===== config.mk =====
export PLATFORM = sky130hd
export DESIGN_NAME = common_free_slot_finder_flat
export DESIGN_NICKNAME = d
export VERILOG_FILES = /design/src/rtl/fsf_pkg.sv /design/src/rtl/fsf_if.sv /design/src/rtl/fsf_cell.sv /design/src/rtl/fsf_walk.sv /design/src/rtl/common_free_slot_finder.sv /design/src/flat_wrapper.sv
export SDC_FILE = /design/constraint.sdc
export NUM_CORES = 2
export LEC_CHECK = 0
export ABC_AREA = 1
export BUFFER_PORTS_ARGS = -buffer_cell sky130_fd_sc_hd__buf_2
export CELL_PAD_IN_SITES_DETAIL_PLACEMENT = 0
export CELL_PAD_IN_SITES_GLOBAL_PLACEMENT = 1
export CORE_MARGIN = 8
export CORE_UTILIZATION = 49
export DETAILED_ROUTE_END_ITERATION = 6
export PLACE_DENSITY_LB_ADDON = 0.1
export SETUP_SLACK_MARGIN = 0.02
export SLEW_MARGIN = 15
export SYNTH_ARGS = -nofsm -noshare
export SYNTH_HDL_FRONTEND = slang
export SYNTH_SLANG_ARGS = --single-unit
export TNS_END_PERCENT = 10

===== constraint.sdc =====
create_clock -name clk -period 6.05 [get_ports clk]
set_clock_uncertainty 0.2 [all_clocks]
set_input_delay 0.605 -clock clk [delete_from_list [all_inputs] [get_ports clk]]
set_output_delay 0.605 -clock clk [all_outputs]
set_load 0.02 [all_outputs]

===== src/rtl/fsf_pkg.sv =====
package fsf_pkg;

	localparam int TIME_W            = 11;
	localparam int FSF_MAX_INTERVALS = 32;
	localparam int CFG_IDX_W         = 3;

	// configuration register indexes
	localparam logic [CFG_IDX_W-1:0] CFG_MY_START    = 3'd0;
	localparam logic [CFG_IDX_W-1:0] CFG_MY_END      = 3'd1;
	localparam logic [CFG_IDX_W-1:0] CFG_OTHER_START = 3'd2;
	localparam logic [CFG_IDX_W-1:0] CFG_OTHER_END   = 3'd3;
	localparam logic [CFG_IDX_W-1:0] CFG_MIN_LENGTH  = 3'd4;

	// configuration reset values
	localparam logic [TIME_W-1:0] RST_DAY_START  = 11'd0;
	localparam logic [TIME_W-1:0] RST_DAY_END    = 11'd1439;
	localparam logic [TIME_W-1:0] RST_MIN_LENGTH = 11'd30;

	typedef logic [TIME_W-1:0] time_t;

	// one busy interval held in a cell
	typedef struct packed {
		time_t t_start;
		time_t t_end;
	} iv_t;

	// one result transaction
	typedef struct packed {
		time_t t_start;
		time_t t_end;
		logic  no_slot;
		logic  dropped;
		logic  last;
	} res_t;

	// commands from the loader to the walk unit
	typedef struct packed {
		logic start;
		logic empty;
		logic dropped;
	} walk_cmd_t;

	// status from the walk unit back to the loader
	typedef struct packed {
		logic busy;
		logic shift;
		logic done;
	} walk_sts_t;

	function automatic res_t mk_res(time_t s, time_t e, logic none, logic drop, logic last);
		res_t r;
		r.t_start = s;
		r.t_end   = e;
		r.no_slot = none;
		r.dropped = drop;
		r.last    = last;
		return r;
	endfunction

endpackage


===== src/rtl/fsf_if.sv =====
interface fsf_busy_if;
	import fsf_pkg::*;
	logic  valid;
	logic  ready;
	time_t busy_start;
	time_t busy_end;
	logic  last_busy;
	modport source (output valid, busy_start, busy_end, last_busy, input ready);
	modport sink (input valid, busy_start, busy_end, last_busy, output ready);
endinterface

interface fsf_slot_if;
	import fsf_pkg::*;
	logic  valid;
	logic  ready;
	time_t slot_start;
	time_t slot_end;
	logic  no_slot;
	logic  dropped;
	logic  last_slot;
	modport source (output valid, slot_start, slot_end, no_slot, dropped, last_slot,
		input ready);
	modport sink (input valid, slot_start, slot_end, no_slot, dropped, last_slot,
		output ready);
endinterface

interface fsf_cfg_if;
	import fsf_pkg::*;
	logic                 valid;
	logic                 ready;
	logic [CFG_IDX_W-1:0] index;
	logic [TIME_W-1:0]    data;
	modport source (output valid, index, data, input ready);
	modport sink (input valid, index, data, output ready);
endinterface


===== src/rtl/fsf_cell.sv =====
module fsf_cell (
	input  logic         clk,
	input  logic         ins_en,
	input  logic         shift,
	input  logic         occ,
	input  fsf_pkg::iv_t new_iv,
	input  logic         left_g,
	input  fsf_pkg::iv_t left_iv,
	input  fsf_pkg::iv_t right_iv,
	output logic         g,
	output fsf_pkg::iv_t iv_q
);
	import fsf_pkg::*;

	logic gt;

	// held interval sorts after the incoming one
	assign gt = (iv_q.t_start > new_iv.t_start) ||
		((iv_q.t_start == new_iv.t_start) && (iv_q.t_end > new_iv.t_end));
	assign g = !occ || gt;

	// walk shifts toward the head, insertion shifts toward the tail
	always_ff @(posedge clk) begin
		if (shift) begin
			iv_q <= right_iv;
		end else if (ins_en) begin
			if (left_g) begin
				iv_q <= left_iv;
			end else if (g) begin
				iv_q <= new_iv;
			end
		end
	end

endmodule


===== src/rtl/fsf_walk.sv =====
module fsf_walk (
	input  logic               clk,
	input  logic               arst_n,
	input  fsf_pkg::walk_cmd_t cmd,
	input  fsf_pkg::time_t     run_start,
	input  fsf_pkg::time_t     day_end,
	input  fsf_pkg::time_t     min_len,
	input  fsf_pkg::iv_t       head,
	output fsf_pkg::walk_sts_t sts,
	fsf_slot_if.source         slot
);
	import fsf_pkg::*;

	localparam logic [1:0] ST_IDLE  = 2'd0;
	localparam logic [1:0] ST_WALK  = 2'd1;
	localparam logic [1:0] ST_FINAL = 2'd2;
	localparam logic [1:0] ST_FLUSH = 2'd3;

	logic [1:0] state_q, state_d;
	time_t      run_q, run_d;
	res_t       pend_q, pend_d, out_q;
	logic       pend_v_q, pend_v_d, out_v_q;
	logic       out_load, pend_load, out_free;
	logic       gap_ok, fin_ok;
	time_t      new_run;

	assign out_free = !out_v_q || slot.ready;

	// gap before the head interval, final gap up to the day end
	assign gap_ok  = (run_q < head.t_start) && ((head.t_start - run_q) >= min_len);
	assign new_run = (head.t_end > run_q) ? head.t_end : run_q;
	assign fin_ok  = (day_end >= run_q) && ((day_end - run_q) >= min_len);

	// sequencer: one stored interval per step; a slot waits in pend until
	// it is known whether another result follows
	always_comb begin
		state_d   = state_q;
		run_d     = run_q;
		pend_d    = pend_q;
		pend_v_d  = pend_v_q;
		out_load  = 1'b0;
		pend_load = 1'b0;
		sts       = '0;
		case (state_q)
			ST_IDLE: begin
				if (cmd.start) begin
					run_d   = run_start;
					state_d = ST_WALK;
				end
			end
			ST_WALK: begin
				if (cmd.empty) begin
					state_d = ST_FINAL;
				end else if (out_free) begin
					sts.shift = 1'b1;
					run_d     = new_run;
					if (gap_ok) begin
						out_load  = pend_v_q;
						pend_load = 1'b1;
						pend_v_d  = 1'b1;
						pend_d    = mk_res(run_q, head.t_start, 1'b0, cmd.dropped, 1'b0);
					end
				end
			end
			ST_FINAL: begin
				if (out_free) begin
					state_d   = ST_FLUSH;
					pend_load = 1'b1;
					pend_v_d  = 1'b1;
					if (fin_ok) begin
						out_load = pend_v_q;
						pend_d   = mk_res(run_q, day_end, 1'b0, cmd.dropped, 1'b1);
					end else if (pend_v_q) begin
						pend_d      = pend_q;
						pend_d.last = 1'b1;
					end else begin
						pend_d = mk_res('0, '0, 1'b1, cmd.dropped, 1'b1);
					end
				end
			end
			ST_FLUSH: begin
				if (out_free) begin
					out_load = 1'b1;
					pend_v_d = 1'b0;
					state_d  = ST_IDLE;
					sts.done = 1'b1;
				end
			end
			default: begin
				state_d = ST_IDLE;
			end
		endcase
		sts.busy = (state_q != ST_IDLE);
	end

	// control registers
	always_ff @(posedge clk or negedge arst_n) begin
		if (!arst_n) begin
			state_q  <= ST_IDLE;
			run_q    <= '0;
			pend_v_q <= 1'b0;
			out_v_q  <= 1'b0;
		end else begin
			state_q  <= state_d;
			run_q    <= run_d;
			pend_v_q <= pend_v_d;
			if (out_load) begin
				out_v_q <= 1'b1;
			end else if (slot.ready) begin
				out_v_q <= 1'b0;
			end
		end
	end

	// pending and output payload
	always_ff @(posedge clk) begin
		if (pend_load) begin
			pend_q <= pend_d;
		end
		if (out_load) begin
			out_q <= pend_q;
		end
	end

	assign slot.valid      = out_v_q;
	assign slot.slot_start = out_q.t_start;
	assign slot.slot_end   = out_q.t_end;
	assign slot.no_slot    = out_q.no_slot;
	assign slot.dropped    = out_q.dropped;
	assign slot.last_slot  = out_q.last;

endmodule


===== src/rtl/common_free_slot_finder.sv =====
// loading: one busy interval accepted per cycle, sorted in place by the cell chain
// walk: starts the cycle after the final interval; one stored interval per cycle
//   leaves through the head cell while the output is not stalled; the final and
//   flush states follow, and the last result turns valid as the input reopens
// results leave through an output register; a stalled output holds the walk
// reset clears the interval count, overflow flag, sequencer and config registers;
//   cell contents are not cleared
module common_free_slot_finder #(
	parameter int MAX_INTERVALS = fsf_pkg::FSF_MAX_INTERVALS
) (
	input  logic       clk,
	input  logic       arst_n,
	fsf_busy_if.sink   busy,
	fsf_slot_if.source slot,
	fsf_cfg_if.sink    cfg
);
	import fsf_pkg::*;

	localparam int CNT_W = $clog2(MAX_INTERVALS + 1);

	time_t      my_start_q, my_end_q, other_start_q, other_end_q, min_len_q;
	logic [CNT_W-1:0] cnt_q;
	logic       ovf_q;
	logic       acc, full, ins_en;
	iv_t        new_iv;
	time_t      run_start, day_end;
	walk_cmd_t  cmd;
	walk_sts_t  sts;
	iv_t        cell_iv [MAX_INTERVALS];
	logic       cell_g  [MAX_INTERVALS];
	logic       occ     [MAX_INTERVALS];

	// configuration writes
	assign cfg.ready = 1'b1;

	always_ff @(posedge clk or negedge arst_n) begin
		if (!arst_n) begin
			my_start_q    <= RST_DAY_START;
			my_end_q      <= RST_DAY_END;
			other_start_q <= RST_DAY_START;
			other_end_q   <= RST_DAY_END;
			min_len_q     <= RST_MIN_LENGTH;
		end else if (cfg.valid && cfg.ready) begin
			case (cfg.index)
				CFG_MY_START:    my_start_q    <= cfg.data;
				CFG_MY_END:      my_end_q      <= cfg.data;
				CFG_OTHER_START: other_start_q <= cfg.data;
				CFG_OTHER_END:   other_end_q   <= cfg.data;
				CFG_MIN_LENGTH:  min_len_q     <= cfg.data;
				default: begin
				end
			endcase
		end
	end

	assign run_start = (my_start_q > other_start_q) ? my_start_q : other_start_q;
	assign day_end   = (my_end_q < other_end_q) ? my_end_q : other_end_q;

	// input side; an inverted interval ends at its start
	assign busy.ready     = !sts.busy;
	assign acc            = busy.valid && busy.ready;
	assign full           = (cnt_q == CNT_W'(MAX_INTERVALS));
	assign ins_en         = acc && !full;
	assign new_iv.t_start = busy.busy_start;
	assign new_iv.t_end   = (busy.busy_end < busy.busy_start) ? busy.busy_start
		: busy.busy_end;

	// interval count and overflow flag
	always_ff @(posedge clk or negedge arst_n) begin
		if (!arst_n) begin
			cnt_q <= '0;
			ovf_q <= 1'b0;
		end else begin
			if (ins_en) begin
				cnt_q <= cnt_q + 1'b1;
			end else if (sts.shift) begin
				cnt_q <= cnt_q - 1'b1;
			end
			if (acc && full) begin
				ovf_q <= 1'b1;
			end else if (sts.done) begin
				ovf_q <= 1'b0;
			end
		end
	end

	// sorted cell chain
	for (genvar i = 0; i < MAX_INTERVALS; i++) begin : g_cell
		assign occ[i] = (CNT_W'(i) < cnt_q);
		fsf_cell u_cell (
			.clk      (clk),
			.ins_en   (ins_en),
			.shift    (sts.shift),
			.occ      (occ[i]),
			.new_iv   (new_iv),
			.left_g   ((i == 0) ? 1'b0 : cell_g[(i == 0) ? 0 : i - 1]),
			.left_iv  ((i == 0) ? new_iv : cell_iv[(i == 0) ? 0 : i - 1]),
			.right_iv (cell_iv[(i == MAX_INTERVALS - 1) ? i : i + 1]),
			.g        (cell_g[i]),
			.iv_q     (cell_iv[i])
		);
	end

	// walk over the chain head
	assign cmd.start   = acc && busy.last_busy;
	assign cmd.empty   = (cnt_q == '0);
	assign cmd.dropped = ovf_q;

	fsf_walk u_walk (
		.clk       (clk),
		.arst_n    (arst_n),
		.cmd       (cmd),
		.run_start (run_start),
		.day_end   (day_end),
		.min_len   (min_len_q),
		.head      (cell_iv[0]),
		.sts       (sts),
		.slot      (slot)
	);

	a_cnt_bound: assert property (@(posedge clk) disable iff (!arst_n)
		cnt_q <= CNT_W'(MAX_INTERVALS))
		else $error("interval count above capacity");

	a_no_ins_walk: assert property (@(posedge clk) disable iff (!arst_n)
		!(ins_en && sts.shift))
		else $error("insert during walk");

	a_last_locks: assert property (@(posedge clk) disable iff (!arst_n)
		(acc && busy.last_busy) |=> !busy.ready)
		else $error("input still open after final interval");

	a_ovf_full: assert property (@(posedge clk) disable iff (!arst_n)
		ovf_q |-> (full || sts.busy))
		else $error("overflow flag without full store");

	a_shift_nonempty: assert property (@(posedge clk) disable iff (!arst_n)
		sts.shift |-> (cnt_q != '0))
		else $error("walk step on empty chain");

endmodule


===== src/flat_wrapper.sv =====
// flat-port wrapper written by rule: the top's interface ports become plain ports
module common_free_slot_finder_flat import fsf_pkg::*;
#(
	parameter int MAX_INTERVALS = fsf_pkg::FSF_MAX_INTERVALS
)
  (clk, arst_n, busy_valid, busy_busy_start, busy_busy_end, busy_last_busy, busy_ready, slot_valid, slot_slot_start, slot_slot_end, slot_no_slot, slot_dropped, slot_last_slot, slot_ready, cfg_valid, cfg_index, cfg_data, cfg_ready);
  fsf_busy_if busy_i ();
  fsf_slot_if slot_i ();
  fsf_cfg_if cfg_i ();
  input  logic clk;
  input  logic arst_n;
  input wire logic [$bits(busy_i.valid)-1:0] busy_valid;
  input wire logic [$bits(busy_i.busy_start)-1:0] busy_busy_start;
  input wire logic [$bits(busy_i.busy_end)-1:0] busy_busy_end;
  input wire logic [$bits(busy_i.last_busy)-1:0] busy_last_busy;
  output wire logic [$bits(busy_i.ready)-1:0] busy_ready;
  output wire logic [$bits(slot_i.valid)-1:0] slot_valid;
  output wire logic [$bits(slot_i.slot_start)-1:0] slot_slot_start;
  output wire logic [$bits(slot_i.slot_end)-1:0] slot_slot_end;
  output wire logic [$bits(slot_i.no_slot)-1:0] slot_no_slot;
  output wire logic [$bits(slot_i.dropped)-1:0] slot_dropped;
  output wire logic [$bits(slot_i.last_slot)-1:0] slot_last_slot;
  input wire logic [$bits(slot_i.ready)-1:0] slot_ready;
  input wire logic [$bits(cfg_i.valid)-1:0] cfg_valid;
  input wire logic [$bits(cfg_i.index)-1:0] cfg_index;
  input wire logic [$bits(cfg_i.data)-1:0] cfg_data;
  output wire logic [$bits(cfg_i.ready)-1:0] cfg_ready;
  assign busy_i.valid = busy_valid;
  assign busy_i.busy_start = busy_busy_start;
  assign busy_i.busy_end = busy_busy_end;
  assign busy_i.last_busy = busy_last_busy;
  assign busy_ready = busy_i.ready;
  assign slot_valid = slot_i.valid;
  assign slot_slot_start = slot_i.slot_start;
  assign slot_slot_end = slot_i.slot_end;
  assign slot_no_slot = slot_i.no_slot;
  assign slot_dropped = slot_i.dropped;
  assign slot_last_slot = slot_i.last_slot;
  assign slot_i.ready = slot_ready;
  assign cfg_i.valid = cfg_valid;
  assign cfg_i.index = cfg_index;
  assign cfg_i.data = cfg_data;
  assign cfg_ready = cfg_i.ready;
  common_free_slot_finder #(.MAX_INTERVALS(MAX_INTERVALS)) u_core (.clk(clk), .arst_n(arst_n), .busy(busy_i), .slot(slot_i), .cfg(cfg_i));
endmodule

==> impl_metrics.csv <==
group,metric,value,unit
synthesis,synth_seq_cells,831,
sta,fin_crit_sh,89.75,%
synthesis,synth_area_leaders,"edfxtp_1 (34%), nand2_1 (17%), ha_1 (15%), nand3_1 (7.7%), nand4_1 (6.2%)",
synthesis,synth_top_area_share,34.33,%
final_layout,syn_to_final_growth,9.242,%
sta,hold_ws,0.04711,ns
sta,period_needed,5.430,ns
floorplan,dieArea,0.1466,mm²
critical_path,crit_slowest_cell,"dfstp_2",
route,dr_total_vias,61190,
sta,worstMarginPinSlew,1.415,ns
synthesis,syn_nets,9629,
critical_path,start_kind,"flop",
sta,relSlewSlack,5.647,%
route,ant_nets,0,
place,globalplace.congestion,0.9174,
power_and_ir_drop,vdd_drop_max,0.5631,mV
floorplan,initial_core_util,49.42,%
route,drc,0,
floorplan,io_pins,70,
sta,worst_slack,0.6200,ns
clock_network,cts_tree,"built",
sta,rsz0062_at_grt,"false",
synthesis,ys.flop_type,"edfxtp_1",
critical_path,cp_common_cell,"nand2_1",
critical_path,cp_slowest_stage_delay,0.55,ns
sta,finalHoldViolations,0,
global_route,grt_start_max_net_pins,210,
final_layout,antenna_cells,0,
floorplan,coreArea,0.1335,mm²
sta,finalMaxSlewViolations,0,
route,routed_wl,220.5,mm
final_layout,drive_gt1_share,6.396,%
critical_path,critPathCaptureType,"flop",
critical_path,critPathRequiredTime,6.27,ns
floorplan,num_rows,134,
clock_network,ctsHtreeMaxLevel,3,
route,wl_per_cell,20.86,µm
power_and_ir_drop,p_leak,35.60,nW
clock_network,cts.clk_slew.worst_paths,0.06,ns
floorplan,die_y,382.9,µm
synthesis,seq_area_frac_synth,37.29,%
synthesis,yosys.cell_types.count,43,
final_layout,layout_common_cells,"nand2_1 (2974), nand3_1 (1020), inv_1 (995), ha_1 (798), edfxtp_1 (754)",
outcome,outcome,"finished, final reports clean",
synthesis,avgSynthCellArea,7.506,µm²
clock_network,cts.sinks,831,
sta,fmax,184.2,MHz
synthesis,synthArstFlopShare,9.266,%
place,place_hpwl,160.6,mm
global_route,antenna_found_initial,4,
global_route,grt_pass1_wl,344.1,mm
sta,setup_violations,0,
clock_network,cts-root-buf,"clkbuf_16",
worst_hold_path,hp-class,"in -> reg",
critical_path,critPathKind,"reg -> reg",
floorplan,die_x,382.9,µm
route,drtIter0Drc,5630,
power_and_ir_drop,power.density,671.6,mW/mm²
place,port-buffer-count,68,
synthesis,yosysTopAreaCell,"edfxtp_1",
clock_network,numCtsBuffers,104,
synthesis,syn_area,0.06596,mm²
synthesis,netlist_instances,8787,
route,first_pass_iters,6,
clock_network,cts_buffer_depth,3,
global_route,grt_usage,29.25,%
global_route,grt_pass1_vias,58760,
route,viasPerCell,5.789,
job,maxCapViolations,0,
final_layout,mostFrequentLayoutCell,"nand2_1",
clock_network,insertion_delay,0.74,ns
critical_path,path_max_fanout,10,
place,pre_cts_slack,0.2515,ns
sta,final.setup.tns,0,ns
synthesis,ys_warn_count,0,
global_route,overflow,0,
critical_path,arrival,5.65,ns
final_layout,layout.nets,9558,
synthesis,synth_edf_count,754,
==> layout make-up <==
cell class	instances	area [µm²]
fill	13170	61410
clock inverter	56	414.1
timing repair buffer	312	2392
clock buffer	137	2882
tap	1768	2212
multi-input combinational	6454	35720
inverter	1013	3835
sequential	831	24590
==> cells by family after synthesis <==
family,synth area share [%]
other,0.005686
buffers and inverters,8.944
flip-flops,37.29
adder cells (fa/ha/maj),15.20
AO/OA/AOI/OAI,5.221
XOR/XNOR,0.2921
AND/OR/NAND/NOR,33.05
==> stage by stage <==
step / power (mW) / cell area, µm² / utilization [%] / std cells
after floorplan: 33.23 / 65970 / - / 8787
after CTS: 48.26 / 72020 / 53.97 / 10570
after global routing: 52.81 / 72050 / 53.99 / 10570
after global placement: 41.30 / 68720 / 51.49 / 10380
final: 48.39 / 72050 / 53.99 / 10570
after detailed placement: 41.93 / 68720 / 51.49 / 10380
==> where the power goes <==
group / switching [mW] / internal, mW / total [mW]
sequential: 3.07 / 11.9 / 14.9
clock: 2.64 / 3.54 / 6.18
combinational: 18.3 / 8.96 / 27.3
total: 24.0 / 24.4 / 48.4
==> worst max-delay path, delay by kind of cell (launching register included) <==
family,cells,cell delay (ns)
simple gates,14,1.78
fa+ha+maj,3,0.94
compound gates,5,0.82
buf+inv,4,0.67
flops,1,0.55
xor+xnor,1,0.15
==> layer usage <==
metal  up-vias  global-route usage (%)  wire length (µm)
met1     28980                   41.03             98790
met4         6                   9.878              8175
met5         -                       0                36
met2      2208                   46.94             99220
met3       435                   3.387             14310
li1      29560                       -                 -
==> registers in the layout, summed over array words and instances (netlist names) <==
name / count
u_core.g_cell.u_cell.iv_q: 704
u_core.u_walk.pend_q: 25
u_core.min_len_q: 11
u_core.my_end_q: 11
u_core.my_start_q: 11
u_core.other_end_q: 11
u_core.other_start_q: 11
u_core.u_walk.run_q: 11
u_core.u_walk.slot.slot_end: 11
u_core.u_walk.slot.slot_start: 11
u_core.cnt_q: 6
u_core.u_walk.state_q: 2
u_core.ovf_q: 1
u_core.u_walk.pend_v_q: 1
u_core.u_walk.slot.dropped: 1
u_core.u_walk.slot.last_slot: 1
u_core.u_walk.slot.no_slot: 1
u_core.u_walk.slot.valid: 1
==> path summary, 6_finish.rpt <==
| kind | start | end | slack (ns) | cells past startpoint |
|---|---|---|---|---|
| setup / recovery | u_core.other_end_q[10] | u_core.u_walk.pend_q[3] | 0.62 | 27 |
| hold / removal | cfg_data[5] | u_core.min_len_q[5] | 0.05 | 3 |
| setup reg to reg | u_core.other_end_q[10] | u_core.u_walk.pend_q[3] | 0.62 | 27 |
| hold reg to reg | u_core.u_walk.pend_q[13] | u_core.u_walk.slot.slot_end[10] | 0.21 | 0 |
| max in group asynchronous | arst_n | u_core.u_walk.slot.valid | 4.38 | 3 |
| min in group asynchronous | arst_n | u_core.cnt_q[1] | 0.08 | 2 |
==> synthesized netlist by cell type (6+ instances only) <==
library cell,number
a21o_1,34
and2_1,16
a21oi_1,299
clkinv_1,13
nor2_1,273
clkbuf_1,288
nand2_1,2986
or2_2,13
ha_1,798
xnor2_1,8
dfrtp_1,57
nor3_1,12
nand4_1,652
buf_2,163
buf_4,13
buf_1,23
and3_1,7
dfstp_2,20
edfxtp_1,754
nand3_1,1020
o21a_1,50
xor2_1,14
nand3b_1,6
o21ai_0,236
inv_1,997
o21ai_1,10
==> timing repair <==
action,4_1_cts,5_1_grt
hold buffers,1,0
hold endpoints to repair,6,0
buffers inserted,0,0
gates resized for setup,0,0
(Power assumes the default switching activity.)
